--- config.mk ---
export PLATFORM = sky130hd
export DESIGN_NAME = pairwise_proximity_contacts
export DESIGN_NICKNAME = d
export VERILOG_FILES = /design/src/hw/rtl/ppc_pkg.sv /design/src/hw/rtl/ppc_ram.sv /design/src/hw/rtl/ppc_ctrl.sv /design/src/hw/rtl/ppc_dp.sv /design/src/hw/rtl/pairwise_proximity_contacts.sv
export SDC_FILE = /design/constraint.sdc
export NUM_CORES = 2
export LEC_CHECK = 0
export BUFFER_PORTS_ARGS = -buffer_cell sky130_fd_sc_hd__buf_2
export CORE_MARGIN = 8
export CORE_UTILIZATION = 54
export CTS_CLUSTER_DIAMETER = 120
export CTS_CLUSTER_SIZE = 28
export DETAILED_ROUTE_END_ITERATION = 10
export PLACE_DENSITY_LB_ADDON = 0.25
export SYNTH_ARGS = -nofsm -noshare
export SYNTH_HDL_FRONTEND = slang
export SYNTH_SLANG_ARGS = --single-unit
--- constraint.sdc ---
create_clock -name clock -period 10.5 [get_ports clock]
set_input_delay 2.625 -clock clock [delete_from_list [all_inputs] [get_ports clock]]
set_output_delay 2.625 -clock clock [all_outputs]
set_load 0.02 [all_outputs]
--- src/hw/rtl/ppc_pkg.sv ---
// Shared constants, types and controller codes for the proximity contact block.
package ppc_pkg;

   localparam int MAX_PERSONS = 64;
   localparam int FRAME_BITS  = 12;
   localparam int COORD_BITS  = 16;
   localparam int DIST_BITS   = 16;
   localparam int IDX_BITS    = 6;
   localparam int SLOT_BITS   = $clog2(MAX_PERSONS);
   localparam int CNT_BITS    = $clog2(MAX_PERSONS) + 1;
   localparam int REQ_DATA_BITS = ((2 * COORD_BITS + 7) / 8) * 8;
   localparam int RSP_FIELD_BITS = 2 * IDX_BITS + FRAME_BITS;
   localparam int RSP_DATA_BITS  = ((RSP_FIELD_BITS + 7) / 8) * 8;
   localparam int CSR_ADDR_BITS = 3;
   localparam int CSR_DATA_BITS = 32;

   localparam logic [CSR_ADDR_BITS-1:0] CSR_CONTACT_DISTANCE = CSR_ADDR_BITS'(0);

   typedef enum logic [1:0] {
      ST_IDLE,
      ST_SCAN,
      ST_FLUSH
   } ppc_state_type;

   typedef struct packed {
      logic load;
      logic scan_en;
      logic finish;
   } ppc_cmd_type;

   typedef struct packed {
      logic scan_done;
      logic flush_ok;
   } ppc_status_type;

endpackage

--- src/hw/rtl/ppc_ram.sv ---
// Generic single-write, single-read RAM with a registered read port.
module ppc_ram #(
   parameter int WIDTH = 32,
   parameter int DEPTH = 64
) (
   input  logic                     clock,
   input  logic                     we,
   input  logic [$clog2(DEPTH)-1:0] waddr,
   input  logic [WIDTH-1:0]         wdata,
   input  logic                     re,
   input  logic [$clog2(DEPTH)-1:0] raddr,
   output logic [WIDTH-1:0]         rdata
);

   logic [WIDTH-1:0] mem_ff [DEPTH];
   logic [WIDTH-1:0] rdata_ff;

   always_ff @(posedge clock) begin
      if (we) begin
         mem_ff[waddr] <= wdata;
      end
      if (re) begin
         rdata_ff <= mem_ff[raddr];
      end
   end

   assign rdata = rdata_ff;

endmodule

--- src/hw/rtl/ppc_ctrl.sv ---
// Controller state machine that sequences load, scan and flush of one person.
module ppc_ctrl (
   input  logic                    clock,
   input  logic                    reset,
   input  logic                    req_valid,
   output logic                    req_ready,
   output ppc_pkg::ppc_cmd_type    cmd,
   input  ppc_pkg::ppc_status_type status
);
   import ppc_pkg::*;

   ppc_state_type state_ff;
   ppc_state_type state_in;

   always_ff @(posedge clock) begin
      if (reset) begin
         state_ff <= ST_IDLE;
      end else begin
         state_ff <= state_in;
      end
   end

   always_comb begin
      state_in    = state_ff;
      cmd         = '0;
      req_ready   = 1'b0;
      unique case (state_ff)
         ST_IDLE: begin
            req_ready = 1'b1;
            if (req_valid) begin
               cmd.load = 1'b1;
               state_in = ST_SCAN;
            end
         end
         ST_SCAN: begin
            cmd.scan_en = 1'b1;
            if (status.scan_done) begin
               state_in = ST_FLUSH;
            end
         end
         ST_FLUSH: begin
            if (status.flush_ok) begin
               cmd.finish = 1'b1;
               state_in   = ST_IDLE;
            end
         end
         default: begin
            state_in = ST_IDLE;
         end
      endcase
   end

endmodule

--- src/hw/rtl/ppc_dp.sv ---
// Datapath: position store, distance pipeline, pending contact and result register.
module ppc_dp (
   input  logic                              clock,
   input  logic                              reset,
   input  ppc_pkg::ppc_cmd_type              cmd,
   output ppc_pkg::ppc_status_type           status,
   input  logic [ppc_pkg::COORD_BITS-1:0]    in_x,
   input  logic [ppc_pkg::COORD_BITS-1:0]    in_y,
   input  logic                              in_end,
   input  logic [ppc_pkg::DIST_BITS-1:0]     contact_distance,
   output logic                              out_valid,
   input  logic                              out_ready,
   output logic [ppc_pkg::IDX_BITS-1:0]      out_first,
   output logic [ppc_pkg::IDX_BITS-1:0]      out_second,
   output logic [ppc_pkg::FRAME_BITS-1:0]    out_frame,
   output logic                              out_last
);
   import ppc_pkg::*;

   localparam int SQ_BITS  = 2 * COORD_BITS;
   localparam int SUM_BITS = SQ_BITS + 1;
   localparam int THR_BITS = 2 * DIST_BITS;

   // Frame and person bookkeeping.
   logic [CNT_BITS-1:0]   count_ff;
   logic [FRAME_BITS-1:0] frame_ff;
   logic                  cap_ff;
   logic                  active_ff;
   logic                  end_ff;
   logic [SLOT_BITS-1:0]  me_ff;
   logic [COORD_BITS-1:0] x_ff;
   logic [COORD_BITS-1:0] y_ff;
   logic [THR_BITS-1:0]   thr2_ff;

   // Scan pipeline.
   logic [CNT_BITS-1:0]   issue_ff;
   logic                  s1_v_ff;
   logic [SLOT_BITS-1:0]  s1_idx_ff;
   logic                  s2_v_ff;
   logic [SLOT_BITS-1:0]  s2_idx_ff;
   logic [COORD_BITS-1:0] dx_ff;
   logic [COORD_BITS-1:0] dy_ff;
   logic                  s3_v_ff;
   logic [SLOT_BITS-1:0]  s3_idx_ff;
   logic [SQ_BITS-1:0]    sqx_ff;
   logic [SQ_BITS-1:0]    sqy_ff;

   // Contact held back until it is known whether it is the last one.
   logic                  pend_v_ff;
   logic [SLOT_BITS-1:0]  pend_idx_ff;

   logic                  out_v_ff;
   logic [IDX_BITS-1:0]   out_first_ff;
   logic [IDX_BITS-1:0]   out_second_ff;
   logic [FRAME_BITS-1:0] out_frame_ff;
   logic                  out_last_ff;

   logic                  cap;
   logic                  issuing;
   logic                  hit;
   logic                  out_free;
   logic                  out_load;
   logic                  adv;
   logic                  ram_we;
   logic [2*COORD_BITS-1:0] rdata;
   logic [COORD_BITS-1:0] sx;
   logic [COORD_BITS-1:0] sy;
   logic [SUM_BITS-1:0]   d2;

   assign cap      = (count_ff < CNT_BITS'(MAX_PERSONS));
   assign ram_we   = cmd.load && cap;
   assign out_free = !out_v_ff || out_ready;
   assign d2       = SUM_BITS'(sqx_ff) + SUM_BITS'(sqy_ff);
   assign hit      = s3_v_ff && (d2 < SUM_BITS'(thr2_ff));
   assign adv      = cmd.scan_en && !(hit && pend_v_ff && !out_free);
   assign issuing  = active_ff && (issue_ff != CNT_BITS'(me_ff));
   assign sx       = rdata[COORD_BITS-1:0];
   assign sy       = rdata[2*COORD_BITS-1:COORD_BITS];
   // The pending contact moves to the result register when a newer hit
   // replaces it or when the person is finished.
   assign out_load = pend_v_ff && ((adv && hit) || cmd.finish);

   assign status.scan_done = !issuing && !s1_v_ff && !s2_v_ff && !s3_v_ff;
   assign status.flush_ok  = !pend_v_ff || out_free;

   ppc_ram #(
      .WIDTH (2 * COORD_BITS),
      .DEPTH (MAX_PERSONS)
   ) u_store (
      .clock (clock),
      .we    (ram_we),
      .waddr (count_ff[SLOT_BITS-1:0]),
      .wdata ({in_y, in_x}),
      .re    (adv),
      .raddr (issue_ff[SLOT_BITS-1:0]),
      .rdata (rdata)
   );

   // Control state.
   always_ff @(posedge clock) begin
      if (reset) begin
         count_ff  <= '0;
         frame_ff  <= '0;
         active_ff <= 1'b0;
         issue_ff  <= '0;
         s1_v_ff   <= 1'b0;
         s2_v_ff   <= 1'b0;
         s3_v_ff   <= 1'b0;
         pend_v_ff <= 1'b0;
         out_v_ff  <= 1'b0;
      end else begin
         out_v_ff <= out_load || (out_v_ff && !out_ready);
         if (cmd.load) begin
            active_ff <= cap && (in_x != '0) && (in_y != '0);
            issue_ff  <= '0;
            s1_v_ff   <= 1'b0;
            s2_v_ff   <= 1'b0;
            s3_v_ff   <= 1'b0;
            pend_v_ff <= 1'b0;
         end
         if (adv) begin
            s1_v_ff <= issuing;
            if (issuing) begin
               issue_ff <= issue_ff + CNT_BITS'(1);
            end
            s2_v_ff <= s1_v_ff && (sx != '0) && (sy != '0);
            s3_v_ff <= s2_v_ff;
            if (hit) begin
               pend_v_ff <= 1'b1;
            end
         end
         if (cmd.finish) begin
            if (pend_v_ff) begin
               pend_v_ff <= 1'b0;
            end
            if (end_ff) begin
               count_ff <= '0;
               frame_ff <= frame_ff + FRAME_BITS'(1);
            end else if (cap_ff) begin
               count_ff <= count_ff + CNT_BITS'(1);
            end
         end
      end
   end

   // Payload registers.
   always_ff @(posedge clock) begin
      thr2_ff <= THR_BITS'(contact_distance) * THR_BITS'(contact_distance);
      if (cmd.load) begin
         cap_ff <= cap;
         end_ff <= in_end;
         me_ff  <= count_ff[SLOT_BITS-1:0];
         x_ff   <= in_x;
         y_ff   <= in_y;
      end
      if (adv) begin
         s1_idx_ff <= issue_ff[SLOT_BITS-1:0];
         s2_idx_ff <= s1_idx_ff;
         dx_ff     <= (x_ff > sx) ? (x_ff - sx) : (sx - x_ff);
         dy_ff     <= (y_ff > sy) ? (y_ff - sy) : (sy - y_ff);
         s3_idx_ff <= s2_idx_ff;
         sqx_ff    <= SQ_BITS'(dx_ff) * SQ_BITS'(dx_ff);
         sqy_ff    <= SQ_BITS'(dy_ff) * SQ_BITS'(dy_ff);
         if (hit) begin
            pend_idx_ff <= s3_idx_ff;
            if (pend_v_ff) begin
               out_first_ff  <= IDX_BITS'(pend_idx_ff);
               out_second_ff <= IDX_BITS'(me_ff);
               out_frame_ff  <= frame_ff;
               out_last_ff   <= 1'b0;
            end
         end
      end
      if (cmd.finish && pend_v_ff) begin
         out_first_ff  <= IDX_BITS'(pend_idx_ff);
         out_second_ff <= IDX_BITS'(me_ff);
         out_frame_ff  <= frame_ff;
         out_last_ff   <= 1'b1;
      end
   end

   assign out_valid  = out_v_ff;
   assign out_first  = out_first_ff;
   assign out_second = out_second_ff;
   assign out_frame  = out_frame_ff;
   assign out_last   = out_last_ff;

endmodule

--- src/hw/rtl/pairwise_proximity_contacts.sv ---
// Top level of the pairwise proximity contact finder with its register port.
// A tracked person at index n > 0 is finished after a scan that reads one stored position
// per cycle while the result side does not stall; any other person skips the comparisons.
// A new person is accepted only once the previous one is finished.
// Reset (synchronous, active high) empties the frame, zeroes the frame counter and
// the distance register; the position store is left as is and needs no clearing pass.
module pairwise_proximity_contacts (
   input  logic                                clock,
   input  logic                                reset,
   // Person transactions.
   input  logic                                req_tvalid,
   output logic                                req_tready,
   input  logic [ppc_pkg::REQ_DATA_BITS-1:0]   req_tdata,  // x_coord, y_coord
   input  logic                                req_tlast,  // frame_end
   // Contact transactions.
   output logic                                rsp_tvalid,
   input  logic                                rsp_tready,
   output logic [ppc_pkg::RSP_DATA_BITS-1:0]   rsp_tdata,  // first_person, second_person, frame_number
   output logic                                rsp_tlast,  // last_contact
   // Register port.
   input  logic                                csr_psel,
   input  logic                                csr_penable,
   input  logic                                csr_pwrite,
   input  logic [ppc_pkg::CSR_ADDR_BITS-1:0]   csr_paddr,
   input  logic [ppc_pkg::CSR_DATA_BITS-1:0]   csr_pwdata,
   output logic [ppc_pkg::CSR_DATA_BITS-1:0]   csr_prdata,
   output logic                                csr_pready
);
   import ppc_pkg::*;

   logic [DIST_BITS-1:0]  contact_distance_ff;
   logic                  csr_write;
   ppc_cmd_type           cmd;
   ppc_status_type        status;
   logic [IDX_BITS-1:0]   out_first;
   logic [IDX_BITS-1:0]   out_second;
   logic [FRAME_BITS-1:0] out_frame;

   // The register port never waits. A write lands on the access cycle; an
   // address outside the register list is ignored and reads as zero.
   assign csr_pready = 1'b1;
   assign csr_write  = csr_psel && csr_penable && csr_pwrite && csr_pready;

   always_ff @(posedge clock) begin
      if (reset) begin
         contact_distance_ff <= '0;
      end else if (csr_write && (csr_paddr == CSR_CONTACT_DISTANCE)) begin
         contact_distance_ff <= csr_pwdata[DIST_BITS-1:0];
      end
   end

   assign csr_prdata = (csr_paddr == CSR_CONTACT_DISTANCE) ?
                       CSR_DATA_BITS'(contact_distance_ff) : '0;

   // The controller accepts one person, lets the datapath scan every earlier
   // person of the frame, and then flushes the held-back final contact.
   ppc_ctrl u_ctrl (
      .clock     (clock),
      .reset     (reset),
      .req_valid (req_tvalid),
      .req_ready (req_tready),
      .cmd       (cmd),
      .status    (status)
   );

   // The datapath keeps one contact pending so that the last one of a scan can
   // be marked; the result register lets the scan run on while it waits.
   ppc_dp u_dp (
      .clock            (clock),
      .reset            (reset),
      .cmd              (cmd),
      .status           (status),
      .in_x             (req_tdata[COORD_BITS-1:0]),
      .in_y             (req_tdata[2*COORD_BITS-1:COORD_BITS]),
      .in_end           (req_tlast),
      .contact_distance (contact_distance_ff),
      .out_valid        (rsp_tvalid),
      .out_ready        (rsp_tready),
      .out_first        (out_first),
      .out_second       (out_second),
      .out_frame        (out_frame),
      .out_last         (rsp_tlast)
   );

   assign rsp_tdata = RSP_DATA_BITS'({out_frame, out_second, out_first});

   // Only one person is in work at a time.
   a_one_in_work: assert property (@(posedge clock) disable iff (reset)
      (req_tvalid && req_tready) |=> !req_tready)
      else $error("second person accepted while one is in work");

   // The earlier person of a contact always has the lower index.
   a_pair_order: assert property (@(posedge clock) disable iff (reset)
      rsp_tvalid |-> (out_first < out_second))
      else $error("contact pair out of order");

   // Finishing a person returns the block to accepting transactions.
   a_finish_ready: assert property (@(posedge clock) disable iff (reset)
      cmd.finish |=> req_tready)
      else $error("block not ready after finishing a person");

   // A register write takes effect on the next cycle.
   a_csr_write: assert property (@(posedge clock) disable iff (reset)
      (csr_write && (csr_paddr == CSR_CONTACT_DISTANCE)) |=>
      (contact_distance_ff == $past(csr_pwdata[DIST_BITS-1:0])))
      else $error("distance register write lost");

endmodule

; ---- Yosys cells after proc, flatten, opt, wreduce, memory -nomap -nowiden
; Memory sizes are Yosys's and may differ from the RTL's. A register that Yosys moved wholly into a read port is not among the register bits.
; Index checks and enable logic that the tools add are counted.
[totals]
mem_count = 1
mem_bits_rw = 2048
inputBits = 75
regBits = 267
elab_cells = 142
[mem_list]
columns = memory, depth, width, rd, rd_ports_with_merged_regs, wr, line_no
row1 = u_dp.u_store.mem_ff, 64, 32, 1, 1, 1, ppc_ram.sv:15  ; logic [WIDTH-1:0] mem_ff [DEPTH];
[classes]
addsub = 8
n_mul = 3
magnitude_cmp = 4
reduce_logical = 50
eq_ne = 6
mux = 41
[op_table]
columns = op, n
row1 = 16-bit by 16-bit multiplier with 32-bit output, 3
row2 = 16-bit nonzero test, 4
row3 = 16-bit subtractor, 4
row4 = 12-bit two-way mux, 4
row5 = 16-bit two-way mux, 3
row6 = 6-bit two-way mux, 8
row7 = 7-bit two-way mux, 5
row8 = 32-bit by 32-bit adder with 33-bit output, 1
row9 = 33-bit by 32-bit < comparator with 1-bit output, 1
row10 = 16-bit greater-than comparator, 2
row11 = 1-bit logical AND, 20
row12 = 1-bit two-way mux, 17
row13 = 7-bit by 1-bit adder with 7-bit output (second input constant), 2
row14 = 12-bit by 1-bit adder with 12-bit output (second input constant), 1
row15 = 2-bit nonzero test, 5
row16 = 1-bit logical NOT, 9
row17 = 3-bit AND reduction, 3
row18 = 7-bit < comparator (second input constant), 1
row19 = 7-bit by 6-bit inequality test with 1-bit output, 1
row20 = 2-bit two-way mux, 3
row21 = 2-bit inequality test (second input constant), 3
row22 = 2-bit one-hot mux with 3 select lines, 1
row23 = 2-bit AND reduction, 3
row24 = 1-bit logical OR, 4
row25 = 4 further kinds, 4

; ---- Logic depth before layout (Yosys ltp)
[depth]
ltp_word = 11
depth_mapped = 27
depth_no_buf = 25

; ---- Modules after synthesis
; A second synthesis with hierarchy kept.
[unflattened]
cells_unflattened = 7054
hier_area_um2 = 114411.0
[by_module_without_submodules]
columns = module, instances, seq_area_each_um2, cells_each, area_per_inst_um2
row1 = ppc_ram, 1, 62459.9, 3324, 78835.6
row2 = ppc_dp, 1, 6746.5, 3610, 34463.1
row3 = pairwise_proximity_contacts, 1, 320.3, 107, 999.7
row4 = ppc_ctrl, 1, 40.0, 13, 112.6

; ---- Worst setup path before layout
; Ideal clock, no wire load.
[synth_path]
path_type = register -> register
from = register u_dp.sqy_ff[3]
to = register u_dp.s2_v_ff
path_slack_ns = 3.314
path_buffers = 0
synth_period_minus_slack_ns = 7.186
stages_incl_launch_ff = 21
arrival_ns = 7.106
path_cell_list = edfxtp_1 > ha_1 > a211oi_1 > nor2_1 > o21a_1 > a2bb2oi_1 > nand3_1 > a21boi_0 > o21a_1 > o21a_1 > nor2_1 > ha_1 > and3_1 > nand3_1 > or2_2 > a31oi_1 > o21ai_0 > o21ai_1 > o21a_1 > nand4_1 > a21oi_1
[synth_via]
elab_chain_len = 8
[synth_lines]
columns = item, line_no
row1 = from (decl), ppc_dp.sv:46  ; logic [SQ_BITS-1:0] sqy_ff;
row2 = from (signal assigned), ppc_dp.sv:163  ; sqy_ff <= SQ_BITS'(dy_ff) * SQ_BITS'(dy_ff);
row3 = 32-bit by 32-bit adder with 33-bit output (*), ppc_dp.sv:73  ; assign d2 = SUM_BITS'(sqx_ff) + SUM_BITS'(sqy_ff);
row4 = 33-bit by 32-bit < comparator with 1-bit output (*), ppc_dp.sv:74  ; assign hit = s3_v_ff && (d2 < SUM_BITS'(thr2_ff));
row5 = 1-bit logical AND (*), ppc_dp.sv:74
row6 = 1-bit logical AND (*) (2 in a row), ppc_dp.sv:75  ; assign adv = cmd.scan_en && !(hit && pend_v_ff && !out_free);
row7 = 1-bit logical NOT (*), ppc_dp.sv:75
row8 = 1-bit logical AND (*), ppc_dp.sv:75
row9 = 1-bit two-way mux or 2-bit nonzero test (tied branches), --
row10 = to (signal assigned), ppc_dp.sv:126  ; s2_v_ff <= s1_v_ff && (sx != '0) && (sy != '0);
row11 = to (decl), ppc_dp.sv:39  ; logic s2_v_ff;
; Mark *: on every way between the ends. The rest lies on a longest branch, timed or not.
; A chain may end at the register's enable or synchronous reset.

; ---- Final worst setup path
[layout_path]
from = register u_dp.dy_ff[3]
to = register u_dp.sqy_ff[31], data pin
[layout_via]
elab_chain_len = 1
[layout_lines]
columns = item, line_no
row1 = from (decl), ppc_dp.sv:42  ; logic [COORD_BITS-1:0] dy_ff;
row2 = from (signal assigned), ppc_dp.sv:160  ; dy_ff <= (y_ff > sy) ? (y_ff - sy) : (sy - y_ff);
row3 = 16-bit by 16-bit multiplier with 32-bit output, ppc_dp.sv:163
; No other way between the ends.

==> results.sh <==
export IMPL_cellInternalPower_uw=20880
export IMPL_hold_buffers=0
export IMPL_core_area_um2=209400
export IMPL_post_cts_setup_buffers=0
export IMPL_swShare_pct=38.54
export IMPL_pwr_share_seq_pct=34.1
export IMPL_initial_core_util_pct=54.22
export IMPL_fin_crit_sh_pct=68.67
export IMPL_cts_buffers=97
export IMPL_max_cap_violations=0
export IMPL_cts_repair_resized=0
export IMPL_setup_viol=0
export IMPL_vias_per_cell=6.035
export IMPL_grt_pass1_vias=59905
export IMPL_status="complete, no violations"
export IMPL_timing_fmax_mhz=138.7
export IMPL_crit_type="reg -> reg"
export IMPL_h_tree_depth=3
export IMPL_syn_inst=6663
export IMPL_required_ns=11.13
export IMPL_hold_path_class="reg -> reg"
export IMPL_clk_pin_slew_ns=0.12
export IMPL_grt_pass1_wl_mm=380.5
export IMPL_finalHoldViolCount=0
export IMPL_synth_main_ff_cell="edfxtp_1"
export IMPL_clockBufferDepth=3
export IMPL_yosys_area_top_type="edfxtp_1"
export IMPL_max_stage_delay_ns=0.76
export IMPL_start_kind="flop"
export IMPL_report_final_slew_viol_count=0
export IMPL_slowest_stage="edfxtp_1"
export IMPL_p_comb_share_pct=52.5
export IMPL_numPortBuffers=101
export IMPL_wl_mm=254.2
export IMPL_synth_distinct_cells=83
export IMPL_crit_family="adder cells"
export IMPL_synth_area_leaders="edfxtp_1, mux4_2, fa_1"
export IMPL_grt_max_degree=130
export IMPL_ys_seq_area_share_pct=61.29
export IMPL_avgSynthCellArea_um2=17.04
export IMPL_stdcell_count=9594
export IMPL_route_detailed_drc=0
export IMPL_worst_slack_ns=3.289
export IMPL_max_vdd_ir_drop_v=0.0007663
export IMPL_syn2layout_area_growth_pct=6.535
export IMPL_tritoncts="yes"
export IMPL_async_reset_ff_share_pct=0
export IMPL_p_sw_uw=13090
export IMPL_placed_area_um2=118100
export IMPL_synth_top_area_share_pct=59.84
export IMPL_tightest_slew_ns=1.195
export IMPL_p_per_area_nw_per_um2=280.9
export IMPL_place_gp_congestion=0.8632
export IMPL_critPathCaptureType="flop"
export IMPL_rsz0062_at_grt="no"
export IMPL_dp_cells=9459
export IMPL_drive_gt1_share_pct=16.70
export IMPL_drt_iter0_drc=5847
export IMPL_p_leak_uw=0.04242
export IMPL_crit_buf_inv=3
export IMPL_die_area_um2=225100
export IMPL_fp_dieW_um=474.5
export IMPL_grt_overflow_total=0
export IMPL_crit_chain="inv_1 > nor2_1 > inv_1 > fa_1 > inv_1 > fa_1 > fa_1 > fa_1 > fa_1 > fa_1 > ha_1 > nand2_1 > nor2_1 > a21oi_1 > nand2_1 > a31oi_1 > o21ai_0 > a21oi_1 > o31ai_1 > a21o_1 > a22oi_1"
export IMPL_clock_root_buffer="clkbuf_16"
export IMPL_fin_crit_ns=7.211
export IMPL_worst_path_most_repeated_cell="fa_1"
export IMPL_rows=168
export IMPL_ios=135
export IMPL_relSlewSlack_pct=20.33
export IMPL_yosys_warnings=0
export IMPL_dr_pass1_iters=5
export IMPL_worstSkewPairLatency_ns=0.80
export IMPL_yosys_register_bits=2344
export IMPL_r2r_slack_ns=3.29
export IMPL_dpl_hpwl_mm=157.8
export IMPL_routed_via_count=57899
export IMPL_antenna_found_initial=20
export IMPL_worst_path_max_fanout=13
export IMPL_clkSinkCount=2344
export IMPL_fillers=15794
export IMPL_syn_cell_area_um2=113500
export IMPL_arrival_ns=7.84
export IMPL_layout_nets=7741
export IMPL_design_area_um2=120900
export IMPL_grt_use_total_pct=22.57
export IMPL_wire_per_inst_um=26.49
export IMPL_die_h_um=474.5
export IMPL_final_setup_tns_ns=0
export IMPL_postRouteAntennaNets=0
export IMPL_pre_cts_slack_ns=3.345
export IMPL_clockPowerShare_pct=13.4
export IMPL_clock_skew_ns=0.05281
export IMPL_synth_edf_count=2262
==> cells in the mapped netlist, types with 28 or more instances <==
cell type  instances
edfxtp_1        2262
inv_1            837
mux4_2           672
fa_1             497
ha_1             416
nand2_1          303
nor2_1           237
clkbuf_1         185
a21oi_1          156
and2_1           151
xnor2_1          105
o21ai_0           95
dfxtp_1           82
xor2_1            61
a21o_1            53
nor2b_1           42
nand3_1           39
nor3_1            39
buf_2             33
o21a_1            30
buf_1             28
==> per-stage QoR <==
stage               util [%]  hold WS [ns]  total power, µW
detailed placement     56.42        0.4045            29630
global route           57.76        0.4260            36900
floorplan                  -        0.3739            25500
global placement       56.42        0.4019            29370
CTS                    57.76        0.4240            34240
finish                 57.76        0.4241            33970
==> routing by layer <==
layer / global-route usage (%) / routed length, µm / vias up
li1: - / - / 24821
met1: 31.20 / 102000 / 30695
met2: 38.99 / 129400 / 2073
met3: 2.957 / 17130 / 306
met4: 4.786 / 5568 / 4
met5: 0 / 30 / -
==> state kept, by name, summed over array words and instances, names as in the netlist, 2 cells and up <==
name / flops
u_dp.me_ff: 6
u_dp.pend_idx_ff: 6
u_dp.out_second: 6
u_dp.dy_ff: 16
u_dp.u_store.rdata: 32
u_dp.s2_idx_ff: 6
u_dp.issue_ff: 7
u_dp.frame_ff: 12
u_dp.x_ff: 16
u_dp.sqx_ff: 31
u_dp.thr2_ff: 31
u_dp.out_frame: 12
u_dp.s3_idx_ff: 6
u_dp.sqy_ff: 31
u_dp.count_ff: 7
u_dp.dx_ff: 16
u_dp.u_store.mem_ff: 2048
u_dp.y_ff: 16
u_dp.s1_idx_ff: 6
contact_distance_ff: 16
u_dp.out_first: 6
u_ctrl.state_ff: 2
==> path summary, 6_finish.rpt <==
kind	from	to	depth (start not counted)
worst min register to register	u_dp.s2_idx_ff[3]	u_dp.s3_idx_ff[3]	0
worst max register to register	u_dp.dy_ff[3]	u_dp.sqy_ff[31]	21
worst min-delay path	u_dp.s2_idx_ff[3]	u_dp.s3_idx_ff[3]	0
worst max-delay path	u_dp.dy_ff[3]	u_dp.sqy_ff[31]	21
==> power by group through the flow <==
stage	clock network, µW	registers (µW)	logic, µW
6_report	4560	11600	17800
5_1_grt	4930	11600	20400
4_1_cts	4670	11600	18000
3_5_place_dp	0	11800	17800
3_3_place_gp	0	11800	17600
2_1_floorplan	0	11700	13800
==> cell type report <==
cell class / instances / area, µm² / area share, %
Clock buffer: 116 / 2541 / 2.101
Multi-Input combinational cell: 3231 / 40250 / 33.28
Sequential cell: 2344 / 69580 / 57.54
Timing Repair Buffer: 240 / 1624 / 1.343
Antenna cell: 4 / 10.01 / 0.008277
Tap cell: 2805 / 3510 / 2.902
Clock inverter: 15 / 254.0 / 0.2100
Inverter: 839 / 3157 / 2.610
==> cell families after synthesis <==
| kind of cell | share of synthesized area (%) |
|---|---|
| AO/OA/AOI/OAI | 2.735 |
| XOR/XNOR | 1.281 |
| adder cells (fa/ha/maj) | 13.35 |
| buffers and inverters | 3.741 |
| flip-flops | 61.29 |
| multiplexers | 13.53 |
| other | 0.006616 |
| AND/OR/NAND/NOR | 4.073 |
==> cell usage in the layout, fill, tap and decap left out, types with 18 or more instances in the layout <==
master	netlist	final
nor2_4	0	64
and2_1	151	151
nand3_1	39	39
and3_1	20	20
a21o_1	53	53
ha_1	416	416
nand2_1	303	303
xnor2_1	105	105
clkbuf_16	0	99
nor2b_1	42	42
inv_1	837	836
buf_4	17	133
nor2_1	237	173
xor2_1	61	61
nor4_1	21	21
edfxtp_1	2262	2262
dfxtp_1	82	77
o21ai_0	95	95
a211oi_1	18	18
o21a_1	30	29
a21oi_1	156	156
nand4_1	23	23
nor3_1	39	38
buf_2	33	101
fa_1	497	497
mux4_2	672	672
nand2b_1	23	23
Note: power is estimated with default switching activity, not from simulation.
